## src/sv/assert_macros.svh

```systemverilog
// Assertion macros for the matrix multiplier; empty when SYNTHESIS is defined.
`ifndef ASSERT_MACROS_SVH
`define ASSERT_MACROS_SVH
`ifndef SYNTHESIS
// Same-cycle implication, checked on every rising edge outside reset
`define AST_IMPLY(lbl, ante, cons) \
    lbl: assert property (@(posedge clk) disable iff (!rst_n) (ante) |-> (cons)) \
        else $error("assertion failed");
// Next-cycle implication, checked on every rising edge outside reset
`define AST_NEXT(lbl, ante, cons) \
    lbl: assert property (@(posedge clk) disable iff (!rst_n) (ante) |=> (cons)) \
        else $error("assertion failed");
`else
`define AST_IMPLY(lbl, ante, cons)
`define AST_NEXT(lbl, ante, cons)
`endif
`endif

```

## src/sv/mm_pkg.sv

```systemverilog
// Shared constants and control types for the matrix multiplier.
`timescale 1ns / 1ps

package mm_pkg;

    // Parameter defaults
    localparam int MAX_DIM_DEF      = 8;
    localparam int ELEMENT_BITS_DEF = 16;

    // Fixed field widths
    localparam int ENTRY_W   = 40;
    localparam int OUT_IDX_W = 3;
    localparam int CFG_W     = 4;
    localparam int CFG_IDX_W = 2;

    localparam logic [CFG_W-1:0] CFG_RESET = 4'd8;

    // Register indices
    localparam logic [CFG_IDX_W-1:0] REG_A_ROWS     = 2'd0;
    localparam logic [CFG_IDX_W-1:0] REG_INNER_SIZE = 2'd1;
    localparam logic [CFG_IDX_W-1:0] REG_B_COLS     = 2'd2;

    // Commands from the controller to the datapath
    typedef struct packed {
        logic load;        // take the input word into a store
        logic start;       // final load word: clear indices and accumulator
        logic issue;       // read one A/B pair and advance k
        logic next_entry;  // move the accumulator to the output, advance i/j
    } mm_cmd_t;

    // Status from the datapath to the controller
    typedef struct packed {
        logic load_last;   // the next load word completes B
        logic k_last;      // k is at the final inner step
        logic pipe_busy;   // reads or products still in flight
        logic out_free;    // output register can take a word this cycle
        logic entry_last;  // current entry is the final one of the matrix
    } mm_status_t;

endpackage

```

## src/sv/mm_ctrl.sv

```systemverilog
// Controller state machine: load, multiply-accumulate and drain phases.
`timescale 1ns / 1ps
`include "assert_macros.svh"

module mm_ctrl
    import mm_pkg::*;
(
    input  logic       clk,
    input  logic       rst_n,
    input  logic       in_valid,
    output logic       in_ready,
    input  mm_status_t status,
    output mm_cmd_t    cmd
);

    typedef enum logic [2:0] {
        ST_LOAD  = 3'b001,
        ST_MAC   = 3'b010,
        ST_DRAIN = 3'b100
    } state_t;

    state_t state_reg;
    state_t state_next;

    // Take input words only while loading
    assign in_ready = (state_reg == ST_LOAD);

    // Drive datapath commands
    always_comb
    begin
        cmd.load       = in_valid && (state_reg == ST_LOAD);
        cmd.start      = cmd.load && status.load_last;
        cmd.issue      = (state_reg == ST_MAC);
        cmd.next_entry = (state_reg == ST_DRAIN) && !status.pipe_busy && status.out_free;
    end

    // Advance the phase
    always_comb
    begin
        state_next = state_reg;
        unique case (state_reg)
            ST_LOAD:
            begin
                if (cmd.start)
                begin
                    state_next = ST_MAC;
                end
            end
            ST_MAC:
            begin
                if (status.k_last)
                begin
                    state_next = ST_DRAIN;
                end
            end
            ST_DRAIN:
            begin
                if (cmd.next_entry)
                begin
                    state_next = status.entry_last ? ST_LOAD : ST_MAC;
                end
            end
            default:
            begin
                state_next = ST_LOAD;
            end
        endcase
    end

    always_ff @(posedge clk or negedge rst_n)
    begin
        if (!rst_n)
        begin
            state_reg <= ST_LOAD;
        end
        else
        begin
            state_reg <= state_next;
        end
    end

    // Return to loading once the final entry has gone to the output
    `AST_NEXT(a_last_entry_to_load, cmd.next_entry && status.entry_last, state_reg == ST_LOAD)
    // Drain only follows the final inner step
    `AST_IMPLY(a_drain_after_k_last, $rose(state_reg == ST_DRAIN), $past(status.k_last))

endmodule

```

## src/sv/mm_datapath.sv

```systemverilog
// Datapath: configuration, element stores, address counters and the MAC pipeline.
`timescale 1ns / 1ps
`include "assert_macros.svh"

module mm_datapath
    import mm_pkg::*;
#(
    parameter int MAX_DIM      = MAX_DIM_DEF,
    parameter int ELEMENT_BITS = ELEMENT_BITS_DEF
)
(
    input  logic                           clk,
    input  logic                           rst_n,
    input  logic                           cfg_write,
    input  logic [CFG_IDX_W-1:0]           cfg_index,
    input  logic [CFG_W-1:0]               cfg_data,
    input  logic signed [ELEMENT_BITS-1:0] element,
    input  logic                           out_ready,
    input  mm_cmd_t                        cmd,
    output mm_status_t                     status,
    output logic                           out_valid,
    output logic signed [ENTRY_W-1:0]      product_entry,
    output logic [OUT_IDX_W-1:0]           row_index,
    output logic [OUT_IDX_W-1:0]           col_index,
    output logic                           last
);

    localparam int DEPTH  = MAX_DIM * MAX_DIM;
    localparam int ADDR_W = (DEPTH > 1) ? $clog2(DEPTH) : 1;
    localparam int DIM_W  = $clog2(MAX_DIM + 1);
    localparam int IDX_W  = (MAX_DIM > 1) ? $clog2(MAX_DIM) : 1;
    localparam int CNT_W  = $clog2(2 * DEPTH + 1);
    localparam int PROD_W = 2 * ELEMENT_BITS;
    localparam int EXT_W  = (PROD_W > ENTRY_W) ? PROD_W : ENTRY_W;

    // Clamp a register value to 1..MAX_DIM
    function automatic logic [DIM_W-1:0] dim_of(input logic [CFG_W-1:0] v);
        logic [DIM_W-1:0] d;
        if (v == '0)
        begin
            d = DIM_W'(1);
        end
        else if (32'(v) > MAX_DIM)
        begin
            d = DIM_W'(MAX_DIM);
        end
        else
        begin
            d = DIM_W'(v);
        end
        return d;
    endfunction

    logic [CFG_W-1:0]               a_rows_reg;
    logic [CFG_W-1:0]               inner_size_reg;
    logic [CFG_W-1:0]               b_cols_reg;
    logic [DIM_W-1:0]               rows;
    logic [DIM_W-1:0]               inner;
    logic [DIM_W-1:0]               cols;
    logic [DIM_W-1:0]               inner_m1;
    logic [CNT_W-1:0]               a_total;
    logic [CNT_W-1:0]               total;
    logic                           cfg_hit;

    logic [CNT_W-1:0]               load_count_reg;
    logic [CNT_W-1:0]               load_count_next;
    logic                           in_a;
    logic [ADDR_W-1:0]              a_wr_addr;
    logic [ADDR_W-1:0]              b_wr_addr;

    logic [ELEMENT_BITS-1:0]        a_mem [DEPTH];
    logic [ELEMENT_BITS-1:0]        b_mem [DEPTH];

    logic [IDX_W-1:0]               i_reg;
    logic [IDX_W-1:0]               j_reg;
    logic [IDX_W-1:0]               k_reg;
    logic [ADDR_W-1:0]              a_base_reg;
    logic [ADDR_W-1:0]              a_addr_reg;
    logic [ADDR_W-1:0]              b_addr_reg;
    logic                           row_end;
    logic [ADDR_W-1:0]              a_base_step;

    logic                           rd_v_reg;
    logic                           prod_v_reg;
    logic signed [ELEMENT_BITS-1:0] a_rd_reg;
    logic signed [ELEMENT_BITS-1:0] b_rd_reg;
    logic signed [PROD_W-1:0]       prod_reg;
    logic signed [EXT_W-1:0]        prod_ext;
    logic [ENTRY_W-1:0]             acc_reg;

    logic                           out_valid_reg;
    logic [ENTRY_W-1:0]             out_entry_reg;
    logic [OUT_IDX_W-1:0]           out_row_reg;
    logic [OUT_IDX_W-1:0]           out_col_reg;
    logic                           out_last_reg;

    // Effective dimensions and load totals
    always_comb
    begin
        rows     = dim_of(a_rows_reg);
        inner    = dim_of(inner_size_reg);
        cols     = dim_of(b_cols_reg);
        inner_m1 = inner - 1'b1;
        a_total  = CNT_W'(rows) * CNT_W'(inner);
        total    = a_total + CNT_W'(inner) * CNT_W'(cols);
    end

    // Decode configuration writes
    always_comb
    begin
        unique case (cfg_index)
            REG_A_ROWS:     cfg_hit = cfg_write;
            REG_INNER_SIZE: cfg_hit = cfg_write;
            REG_B_COLS:     cfg_hit = cfg_write;
            default:        cfg_hit = 1'b0;
        endcase
    end

    always_ff @(posedge clk or negedge rst_n)
    begin
        if (!rst_n)
        begin
            a_rows_reg     <= CFG_RESET;
            inner_size_reg <= CFG_RESET;
            b_cols_reg     <= CFG_RESET;
        end
        else if (cfg_write)
        begin
            if (cfg_index == REG_A_ROWS)
            begin
                a_rows_reg <= cfg_data;
            end
            if (cfg_index == REG_INNER_SIZE)
            begin
                inner_size_reg <= cfg_data;
            end
            if (cfg_index == REG_B_COLS)
            begin
                b_cols_reg <= cfg_data;
            end
        end
    end

    // Count load words; a register write drops a partial load
    always_comb
    begin
        in_a      = (load_count_reg < a_total);
        a_wr_addr = ADDR_W'(load_count_reg);
        b_wr_addr = ADDR_W'(load_count_reg - a_total);

        load_count_next = load_count_reg;
        priority if (cfg_hit)
        begin
            load_count_next = '0;
        end
        else if (cmd.start)
        begin
            load_count_next = '0;
        end
        else if (cmd.load)
        begin
            load_count_next = CNT_W'(load_count_reg + 1'b1);
        end
    end

    always_ff @(posedge clk or negedge rst_n)
    begin
        if (!rst_n)
        begin
            load_count_reg <= '0;
        end
        else
        begin
            load_count_reg <= load_count_next;
        end
    end

    // Element stores: one write and one registered read each
    always_ff @(posedge clk)
    begin
        if (cmd.load && in_a)
        begin
            a_mem[a_wr_addr] <= element;
        end
        if (cmd.load && !in_a)
        begin
            b_mem[b_wr_addr] <= element;
        end
        if (cmd.issue)
        begin
            a_rd_reg <= a_mem[a_addr_reg];
            b_rd_reg <= b_mem[b_addr_reg];
        end
    end

    // Walk i, j, k with running store addresses
    always_comb
    begin
        row_end     = (DIM_W'(j_reg) == cols - 1'b1);
        a_base_step = ADDR_W'(a_base_reg + inner);
    end

    always_ff @(posedge clk)
    begin
        if (cmd.start)
        begin
            i_reg      <= '0;
            j_reg      <= '0;
            k_reg      <= '0;
            a_base_reg <= '0;
            a_addr_reg <= '0;
            b_addr_reg <= '0;
        end
        else if (cmd.issue)
        begin
            if (!status.k_last)
            begin
                k_reg <= k_reg + 1'b1;
            end
            a_addr_reg <= a_addr_reg + 1'b1;
            b_addr_reg <= ADDR_W'(b_addr_reg + cols);
        end
        else if (cmd.next_entry)
        begin
            k_reg <= '0;
            if (row_end)
            begin
                i_reg      <= i_reg + 1'b1;
                j_reg      <= '0;
                a_base_reg <= a_base_step;
                a_addr_reg <= a_base_step;
                b_addr_reg <= '0;
            end
            else
            begin
                j_reg      <= j_reg + 1'b1;
                a_addr_reg <= a_base_reg;
                b_addr_reg <= ADDR_W'(j_reg + 1'b1);
            end
        end
    end

    // Track reads and products in flight
    always_ff @(posedge clk or negedge rst_n)
    begin
        if (!rst_n)
        begin
            rd_v_reg   <= 1'b0;
            prod_v_reg <= 1'b0;
        end
        else
        begin
            rd_v_reg   <= cmd.issue;
            prod_v_reg <= rd_v_reg;
        end
    end

    // Multiply, then accumulate modulo 2^40
    assign prod_ext = EXT_W'(prod_reg);

    always_ff @(posedge clk)
    begin
        if (rd_v_reg)
        begin
            prod_reg <= a_rd_reg * b_rd_reg;
        end
        if (cmd.start || cmd.next_entry)
        begin
            acc_reg <= '0;
        end
        else if (prod_v_reg)
        begin
            acc_reg <= acc_reg + prod_ext[ENTRY_W-1:0];
        end
    end

    // Output register: hold the word until the receiver takes it
    always_ff @(posedge clk or negedge rst_n)
    begin
        if (!rst_n)
        begin
            out_valid_reg <= 1'b0;
        end
        else if (cmd.next_entry)
        begin
            out_valid_reg <= 1'b1;
        end
        else if (out_ready)
        begin
            out_valid_reg <= 1'b0;
        end
    end

    always_ff @(posedge clk)
    begin
        if (cmd.next_entry)
        begin
            out_entry_reg <= acc_reg;
            out_row_reg   <= OUT_IDX_W'(i_reg);
            out_col_reg   <= OUT_IDX_W'(j_reg);
            out_last_reg  <= status.entry_last;
        end
    end

    // Report status to the controller
    always_comb
    begin
        status.load_last  = (CNT_W'(load_count_reg + 1'b1) == total);
        status.k_last     = (DIM_W'(k_reg) == inner_m1);
        status.pipe_busy  = rd_v_reg || prod_v_reg;
        status.out_free   = !out_valid_reg || out_ready;
        status.entry_last = row_end && (DIM_W'(i_reg) == rows - 1'b1);
    end

    assign out_valid     = out_valid_reg;
    assign product_entry = out_entry_reg;
    assign row_index     = out_row_reg;
    assign col_index     = out_col_reg;
    assign last          = out_last_reg;

    // A load word always lands inside the current load
    `AST_IMPLY(a_load_in_range, cmd.load, load_count_reg < total)
    // An entry leaves only with the pipeline empty and room at the output
    `AST_IMPLY(a_emit_when_settled, cmd.next_entry,
               !rd_v_reg && !prod_v_reg && (!out_valid_reg || out_ready))

endmodule

```

## src/sv/matrix_multiply.sv

```systemverilog
// Top level of the matrix multiplier: controller and datapath.
`timescale 1ns / 1ps
// Usage:
//   Input channel (in_valid/in_ready/element): one signed Q8.8 word per
//   transfer, all of A row-major, then all of B row-major.
//   Output channel (out_valid/out_ready): one Q24.16 entry per word with its
//   row_index and col_index, in row-major order; last marks the final entry.
//   Configuration: cfg_write with cfg_index selects a_rows (0), inner_size (1)
//   or b_cols (2); 0 acts as 1, values above MAX_DIM act as MAX_DIM. A write
//   drops any partial load. Write only while idle.
//   Loading accepts an input word in every cycle in which in_valid is high. After
//   the last B word, each entry is computed on the single multiply-accumulate
//   pipeline (store read, multiply, add) and then moved to the output register.
//   in_ready is low from the last B word until the final entry has entered
//   the output register. A stalled receiver holds the output word and
//   pauses the next entry at its drain step.
//   Reset clears the load count and sets all dimensions to 8; the element
//   stores are not cleared and need no clearing pass.

module matrix_multiply
    import mm_pkg::*;
#(
    parameter int MAX_DIM      = MAX_DIM_DEF,
    parameter int ELEMENT_BITS = ELEMENT_BITS_DEF
)
(
    input  logic                           clk,
    input  logic                           rst_n,
    input  logic                           cfg_write,
    input  logic [CFG_IDX_W-1:0]           cfg_index,
    input  logic [CFG_W-1:0]               cfg_data,
    input  logic                           in_valid,
    output logic                           in_ready,
    input  logic signed [ELEMENT_BITS-1:0] element,
    output logic                           out_valid,
    input  logic                           out_ready,
    output logic signed [ENTRY_W-1:0]      product_entry,
    output logic [OUT_IDX_W-1:0]           row_index,
    output logic [OUT_IDX_W-1:0]           col_index,
    output logic                           last
);

    mm_cmd_t    cmd;
    mm_status_t status;

    // Phase control
    mm_ctrl u_ctrl (
        .clk      (clk),
        .rst_n    (rst_n),
        .in_valid (in_valid),
        .in_ready (in_ready),
        .status   (status),
        .cmd      (cmd)
    );

    // Stores, counters and MAC pipeline
    mm_datapath #(
        .MAX_DIM      (MAX_DIM),
        .ELEMENT_BITS (ELEMENT_BITS)
    ) u_datapath (
        .clk           (clk),
        .rst_n         (rst_n),
        .cfg_write     (cfg_write),
        .cfg_index     (cfg_index),
        .cfg_data      (cfg_data),
        .element       (element),
        .out_ready     (out_ready),
        .cmd           (cmd),
        .status        (status),
        .out_valid     (out_valid),
        .product_entry (product_entry),
        .row_index     (row_index),
        .col_index     (col_index),
        .last          (last)
    );

endmodule
```

## config.mk

```make
export PLATFORM = sky130hd
export DESIGN_NAME = matrix_multiply
export DESIGN_NICKNAME = d
export VERILOG_FILES = /design/src/sv/mm_pkg.sv /design/src/sv/mm_ctrl.sv /design/src/sv/mm_datapath.sv /design/src/sv/matrix_multiply.sv
export VERILOG_INCLUDE_DIRS = /design/src /design/src/sv
export SDC_FILE = /design/constraint.sdc
export NUM_CORES = 2
export LEC_CHECK = 0
export BUFFER_PORTS_ARGS = -buffer_cell sky130_fd_sc_hd__buf_2
export CAP_MARGIN = 20
export CORE_ASPECT_RATIO = 0.9
export CORE_UTILIZATION = 65
export CTS_BUF_LIST = sky130_fd_sc_hd__clkbuf_4
export DETAILED_ROUTE_END_ITERATION = 8
export HOLD_SLACK_MARGIN = 0.15
export PLACE_DENSITY = 0.81
export SYNTH_ARGS = -nofsm -noshare
export SYNTH_HDL_FRONTEND = slang
export SYNTH_HIERARCHICAL = 1
export SYNTH_SLANG_ARGS = --single-unit
```

## constraint.sdc

```tcl
create_clock -name clk -period 18.75 [get_ports clk]
set_input_delay 0.9375 -clock clk [delete_from_list [all_inputs] [get_ports clk]]
set_output_delay 0.9375 -clock clk [all_outputs]
set_load 0.01 [all_outputs]
```

# Yosys cells after proc, flatten, opt, wreduce, memory -nomap -nowiden
# Memory sizes are Yosys's and may differ from the RTL's. A register that Yosys moved wholly into a read port is not among the register bits.
# Cells that the tools add are included.
# totals
reg_bits	172
latch_bits	0
ramBits	2048
mem_bits_ro	0
input_bits	27
out_inout_bits	49
wordCells	116
mem_count	2
# memory_table
memory	words	width	read_ports	rd_clocked_by_memory_dff	wr	line	source
u_datapath.a_mem	64	16	1	1	1	mm_datapath.sv:71	logic [ELEMENT_BITS-1:0] a_mem [DEPTH];
u_datapath.b_mem	64	16	1	1	1	mm_datapath.sv:72	logic [ELEMENT_BITS-1:0] b_mem [DEPTH];
# op_classes
add_sub_neg	14
multipliers	3
div_mod_pow	0
n_lt_le_gt_ge	4
eq_ne	13
n_shift	0
muxes	31
n_bitwise	1
n_reduce_logical	28
# ops
operator	count
adder 40 bit	1
2-to-1 mux 6 bit	6
multiplier 16 x 16 -> 32 bit	1
2-to-1 mux 4 bit	6
2-to-1 mux 8 bit	3
2-to-1 mux 3 bit	7
multiplier 4 x 4 -> 8 bit	2
adder 6 x 4 -> 6 bit	2
equality test 3 x 4 -> 1 bit	3
> comparator 4 bit, second input constant	3
logical NOT 4 bit	3
subtractor 4 x 1 -> 4 bit, second input constant	3
AND reduction 2 bit	5
adder 3 x 1 -> 3 bit, second input constant	3
one-hot mux 3 bit (3 select lines)	1
adder 8 x 1 -> 8 bit, second input constant	1
adder 8 bit	1
equality test 8 bit	1
less-than comparator 8 bit	1
logical AND 1 bit	7
2-to-1 mux 1 bit	7
adder 6 x 1 -> 6 bit, second input constant	1
AND reduction 3 bit	2
subtractor 6 bit	1
other kinds (16)	23

# Longest topological paths before layout
# depth
ltp_word	9
ltp_mapped	26
mapped_depth_nobuf	25

# Hierarchy
# The synthesis kept the hierarchy.
# modules_own_cells
mod	instances	cells_per_inst	area_per_inst_um2	seq_area_each_um2
mm_datapath	1	5136	98657.1	66752.8
mm_ctrl	1	24	219.0	76.3

# Worst setup path before layout
# OpenSTA, ideal clock, no wires.
# synth_path
path_type	register -> register
startpoint	register u_datapath.rd_v_reg
endpoint	register u_datapath.a_addr_reg[2]
setup_time_ns	0.071
t_arrival_ns	6.597
required_ns	18.679
slack_ns	12.083
stages_incl_launch_ff	10
n_path_buf	0
period_less_slack_ns	6.667
cell_sequence	dfrtp_1 -> or2_2 -> nand2b_1 -> nor3_1 -> inv_1 -> nor2_1 -> nand2_1 -> nor3_1 -> a21oi_1 -> a21oi_1
# synth_lines
element	line	source
start: declaration	mm_datapath.sv:83	logic rd_v_reg;
start signal: assignment	mm_datapath.sv:253	rd_v_reg <= cmd.issue;
end signal: assignment	mm_datapath.sv:220	a_addr_reg <= a_addr_reg + 1'b1;
end signal: assignment	mm_datapath.sv:231	a_addr_reg <= a_base_step;
end signal: assignment	mm_datapath.sv:237	a_addr_reg <= a_base_reg;
end: declaration	mm_datapath.sv:78	logic [ADDR_W-1:0] a_addr_reg;

# Worst setup path in the final report
# layout_path
startpoint	register u_datapath.b_rd_reg[1], read port of u_datapath.b_mem
endpoint	register u_datapath.prod_reg[31] (data pin)
# layout_between
elab_chain_cells	1
# layout_rtl
element	line	source
start: declaration	mm_datapath.sv:86	logic signed [ELEMENT_BITS-1:0] b_rd_reg;
multiplier 16 x 16 -> 32 bit	mm_datapath.sv:265	prod_reg <= a_rd_reg * b_rd_reg;
end signal: assignment	mm_datapath.sv:265	
end: declaration	mm_datapath.sv:87	logic signed [PROD_W-1:0] prod_reg;
# Every way passes these cells.
# A chain may end at the register's enable or synchronous reset.

==> summary.md <==
| Metric | Value |
|---|---|
| Final Skew | 0.136 ns |
| WP data arrival | 7.83 ns |
| RR Startpoint | u_datapath/b_rd_reg[1]$_DFFE_PP_ |
| WL final | 233000 um |
| WL per Instance | 28.7 um |
| Min-delay src | in_valid |
| Vias in the first global route | 54100 |
| Synth-to-layout area growth | 10.5% |
| # placed instances | 7170 |
| DP HPWL | 143000 um |
| Num rows | 135 |
| Max-slew headroom | 0.243 |
| Vias | approximately 52000 |
| Vias/cell | 6.45 |
| Leakage | 0.0376 uW |
| Synth top area share | 0.656 |
| Syn_nets | 5638 |
| Worst path required time | 19.76 ns |
| Avg Cell Area, Syn | 19.2 um2 |
| EDFF count, synth | 2159 |
| Hold Path Sink | u_ctrl/state_reg[0]$_DFFE_PN1P_ |
| Yosys cell types | 75 |
| Critical Path Fanout Max | 16 |
| Clock Pin Slew Worst Setup and Hold Paths | about 0.060 ns |
| Finished Cell Area | 109000 um2 |
| Largest regs | u_datapath/a_mem (1024), u_datapath/b_mem (1024) |
| Largest family of logic cells by synthesized area | multiplexers |
| Antenna violations before repair | 29 |
| Initial core utilization | 0.656 |
| Hold Crit Depth | 3 |
| Post-layout minimum cycle time | 6.81 ns |
| Count leader, synth | edfxtp_1 |
| Reg2reg setup slack | between 10 and 15 ns |
| Synth Area in Simple Gates | 0.0360 |
| Chip width | 413 um |
| Max cap viols | 0 |
| Gpl congestion | 0.900 |
| Fillcell total | 8703 |
| Latest clock arrival within the worst-skew pair | 1.33 ns |
| CTS Buffer Depth | 4 |
| # setup viols final | 0 |
| CTS buffer count | about 560 |
| Worst Max-Slew Pin Slew | about 1.1 ns |
| Asr flop ratio synth | 0.0115 |
| Post-synthesis register bit count | 2252 |
| Final Max Tran Viols | 0 |
| Seq/Total Area, Yosys | 0.676 |
| Worst r2r dst | u_datapath/prod_reg[31]$_DFFE_PP_ |
| YS warnings | 6 |
| Hold Crit Class | in2reg |
| Share of cells above drive strength 1 | 0.291 |
| Tcrit/Tclk final | 0.363 |
| P per Cell Area | 110 nW/um2 |
| CTS tree | built |
| First-pass GRT wire length | 344000 um |
| Commonest cells post-synth | edfxtp_1 (2159), mux4_2 (672), inv_1 (351) |
| Mapped Cells | roughly 5200 |
| Cell taking the most area after synthesis | edfxtp_1 |
| Die ar. | 154000 um2 |
| Maximum vdd drop | 0.000108 V |
| GR Overflow Total | 0 |
| IO Count | 76 |
| Clock tree root driver cell | clkbuf_4 |
| Hold Fails Final Rpt | 0 |
| I/O Buffers | 75 |
| Reg2Reg Depth | 19 |
| Drt drc | 0 |
| Synth Flop Type | edfxtp_1 |
| Worst setup SP type | flip-flop |
| RSZ-0062 raised after global routing | no |
| Post-route ant nets | 0 |
| Pwr Total | 12000 uW |
| H-tree levels | 6 |
| Post-synthesis compound-gate area fraction | 0.0188 |
| Die height | 372 um |
| Fin cells | 8128 |
| CP Class | reg2reg |
| CP endpoint kind | flip-flop |
| First-pass detailed-route iteration total | 6 |
| Area contributors post-synth | edfxtp_1 (66%), mux4_2 (15%), fa_1 (5.6%) |
| Outcome | complete, no violations |
| XOR/XNOR Fraction of Synth Area | 0.0112 |
| Final setup TNS | 0 ns |
| Post-synthesis mux area share | 0.157 |
| GRT Total Usage | 0.311 |
| Clock Sinks | 2252 |
| Resized Gates After CTS | 0 |
| Synth Area in Adders | 0.0783 |
| Iteration-0 DRC Markers | between 6000 and 7000 |
| Post-Syn Area | 98900 um2 |
| Largest net degree at the start of global routing | 152 |
| Core box area | 151000 um2 |
| Area of placed instances | 102000 um2 |
| Peak Freq | around 0.15 GHz |
| # nets final | 6248 |
## layout by cell type, fill, tap and decap left out, types with 10 or more instances in the layout
cell           netlist  layout
a21o_1              60      60
a21oi_1             98      98
and2_1             132     132
buf_2               48      59
buf_4                2     181
bufinv_16            0      13
clkbuf_4             0     780
clkinv_1             2     101
clkinv_2             0      10
dfrtp_1             22      21
dfxtp_1             67      59
diode_2              0      16
dlygate4sd3_1        0      26
edfxtp_1          2159    2159
fa_1               279     279
ha_1               172     172
inv_1              351     351
mux2_2              12      12
mux2i_1             28      28
mux4_2             672     672
nand2_1            188     188
nand2b_1            24      24
nand3_1             37      37
nor2_1             287     287
nor2b_1             17      17
nor3_1              19      18
o21a_1              10      10
o21ai_0             29      29
o21ai_1             11      11
or3_1               14      14
xnor2_1             87      87
xor2_1              40      40
## power by group
part	switching (uW)	internal, uW
combinational	1270	1050
sequential	133	5650
clock	1850	2090
total	3250	8790
## what timing repair did
action | in CTS | in global routing
hold endpoints to repair | 604 | 0
buffers inserted | 0 | 0
hold buffers | 26 | 0
setup endpoints to repair | 0 | 0
## stage by stage
step | hold WS, ns | util | setup WS [ns]
4_1_cts | 0.169 | 0.725 | 11.94
6_report | 0.275 | 0.725 | 11.94
5_1_grt | 0.231 | 0.725 | 11.59
3_3_place_gp | 0.459 | 0.678 | 12.06
2_1_floorplan | 0.426 | - | 12.08
3_5_place_dp | 0.453 | 0.678 | 11.94
## how the worst max path moves through the flow
stage                                                start                               endpoint  slack, ns  cells after the start
after floorplan              u_datapath/rd_v_reg$_DFF_PN0_  u_datapath/a_addr_reg[2]$_SDFFE_PP0P_      12.08                      9
after global placement    u_datapath/b_rd_reg[1]$_DFFE_PP_      u_datapath/prod_reg[31]$_DFFE_PP_      12.06                     19
after detailed placement  u_datapath/b_rd_reg[1]$_DFFE_PP_      u_datapath/prod_reg[31]$_DFFE_PP_      11.94                     19
after CTS                 u_datapath/b_rd_reg[1]$_DFFE_PP_      u_datapath/prod_reg[31]$_DFFE_PP_      11.94                     19
after global routing      u_datapath/b_rd_reg[2]$_DFFE_PP_      u_datapath/prod_reg[31]$_DFFE_PP_      11.59                     19
final                     u_datapath/b_rd_reg[1]$_DFFE_PP_      u_datapath/prod_reg[31]$_DFFE_PP_      11.94                     19
## cell type report
cell class / instances / area (um2) / area share
multi-input cells: 2335 / 29800 / 0.273
clock buffers: 780 / 5860 / 0.0536
repair buffers: 269 / 1970 / 0.0181
diodes: 16 / 40.0 / 0.000366
inverters: 354 / 1330 / 0.0122
well taps: 1986 / 2480 / 0.0227
clock inverters: 136 / 896 / 0.00820
flip-flops and latches: 2252 / 66900 / 0.612
## critical path, cell delays in order, from the launching register on
cell	delay [ns]
edfxtp_1	0.74
nand2_1	0.19
inv_1	0.17
fa_1	0.54
fa_1	0.81
fa_1	0.51
fa_1	0.50
fa_1	0.49
inv_1	0.05
fa_1	0.48
inv_1	0.04
ha_1	0.37
nand3_1	0.11
or3_1	0.34
o311ai_1	0.33
o211ai_1	0.18
a211oi_1	0.33
a31o_1	0.19
a21oi_1	0.07
xnor2_1	0.12
## layer usage
metal,global-route usage,part of all wire
met2,0.465,0.46
met4,0.101,0.028
met3,0.0948,0.13
met5,0,0.00087
met1,0.447,0.38
## cells by family (layout without fill, tap and decap cells)
kind of cell    count (synthesis)  in the layout
compound gates                280            280
xor+xnor                      127            127
fa+ha+maj                     451            451
buf+inv                       573           1539
flops                        2252           2252
mux                           713            713
other cells                     0             16
simple gates                  764            764
Power figures use the tool's default switching activity.
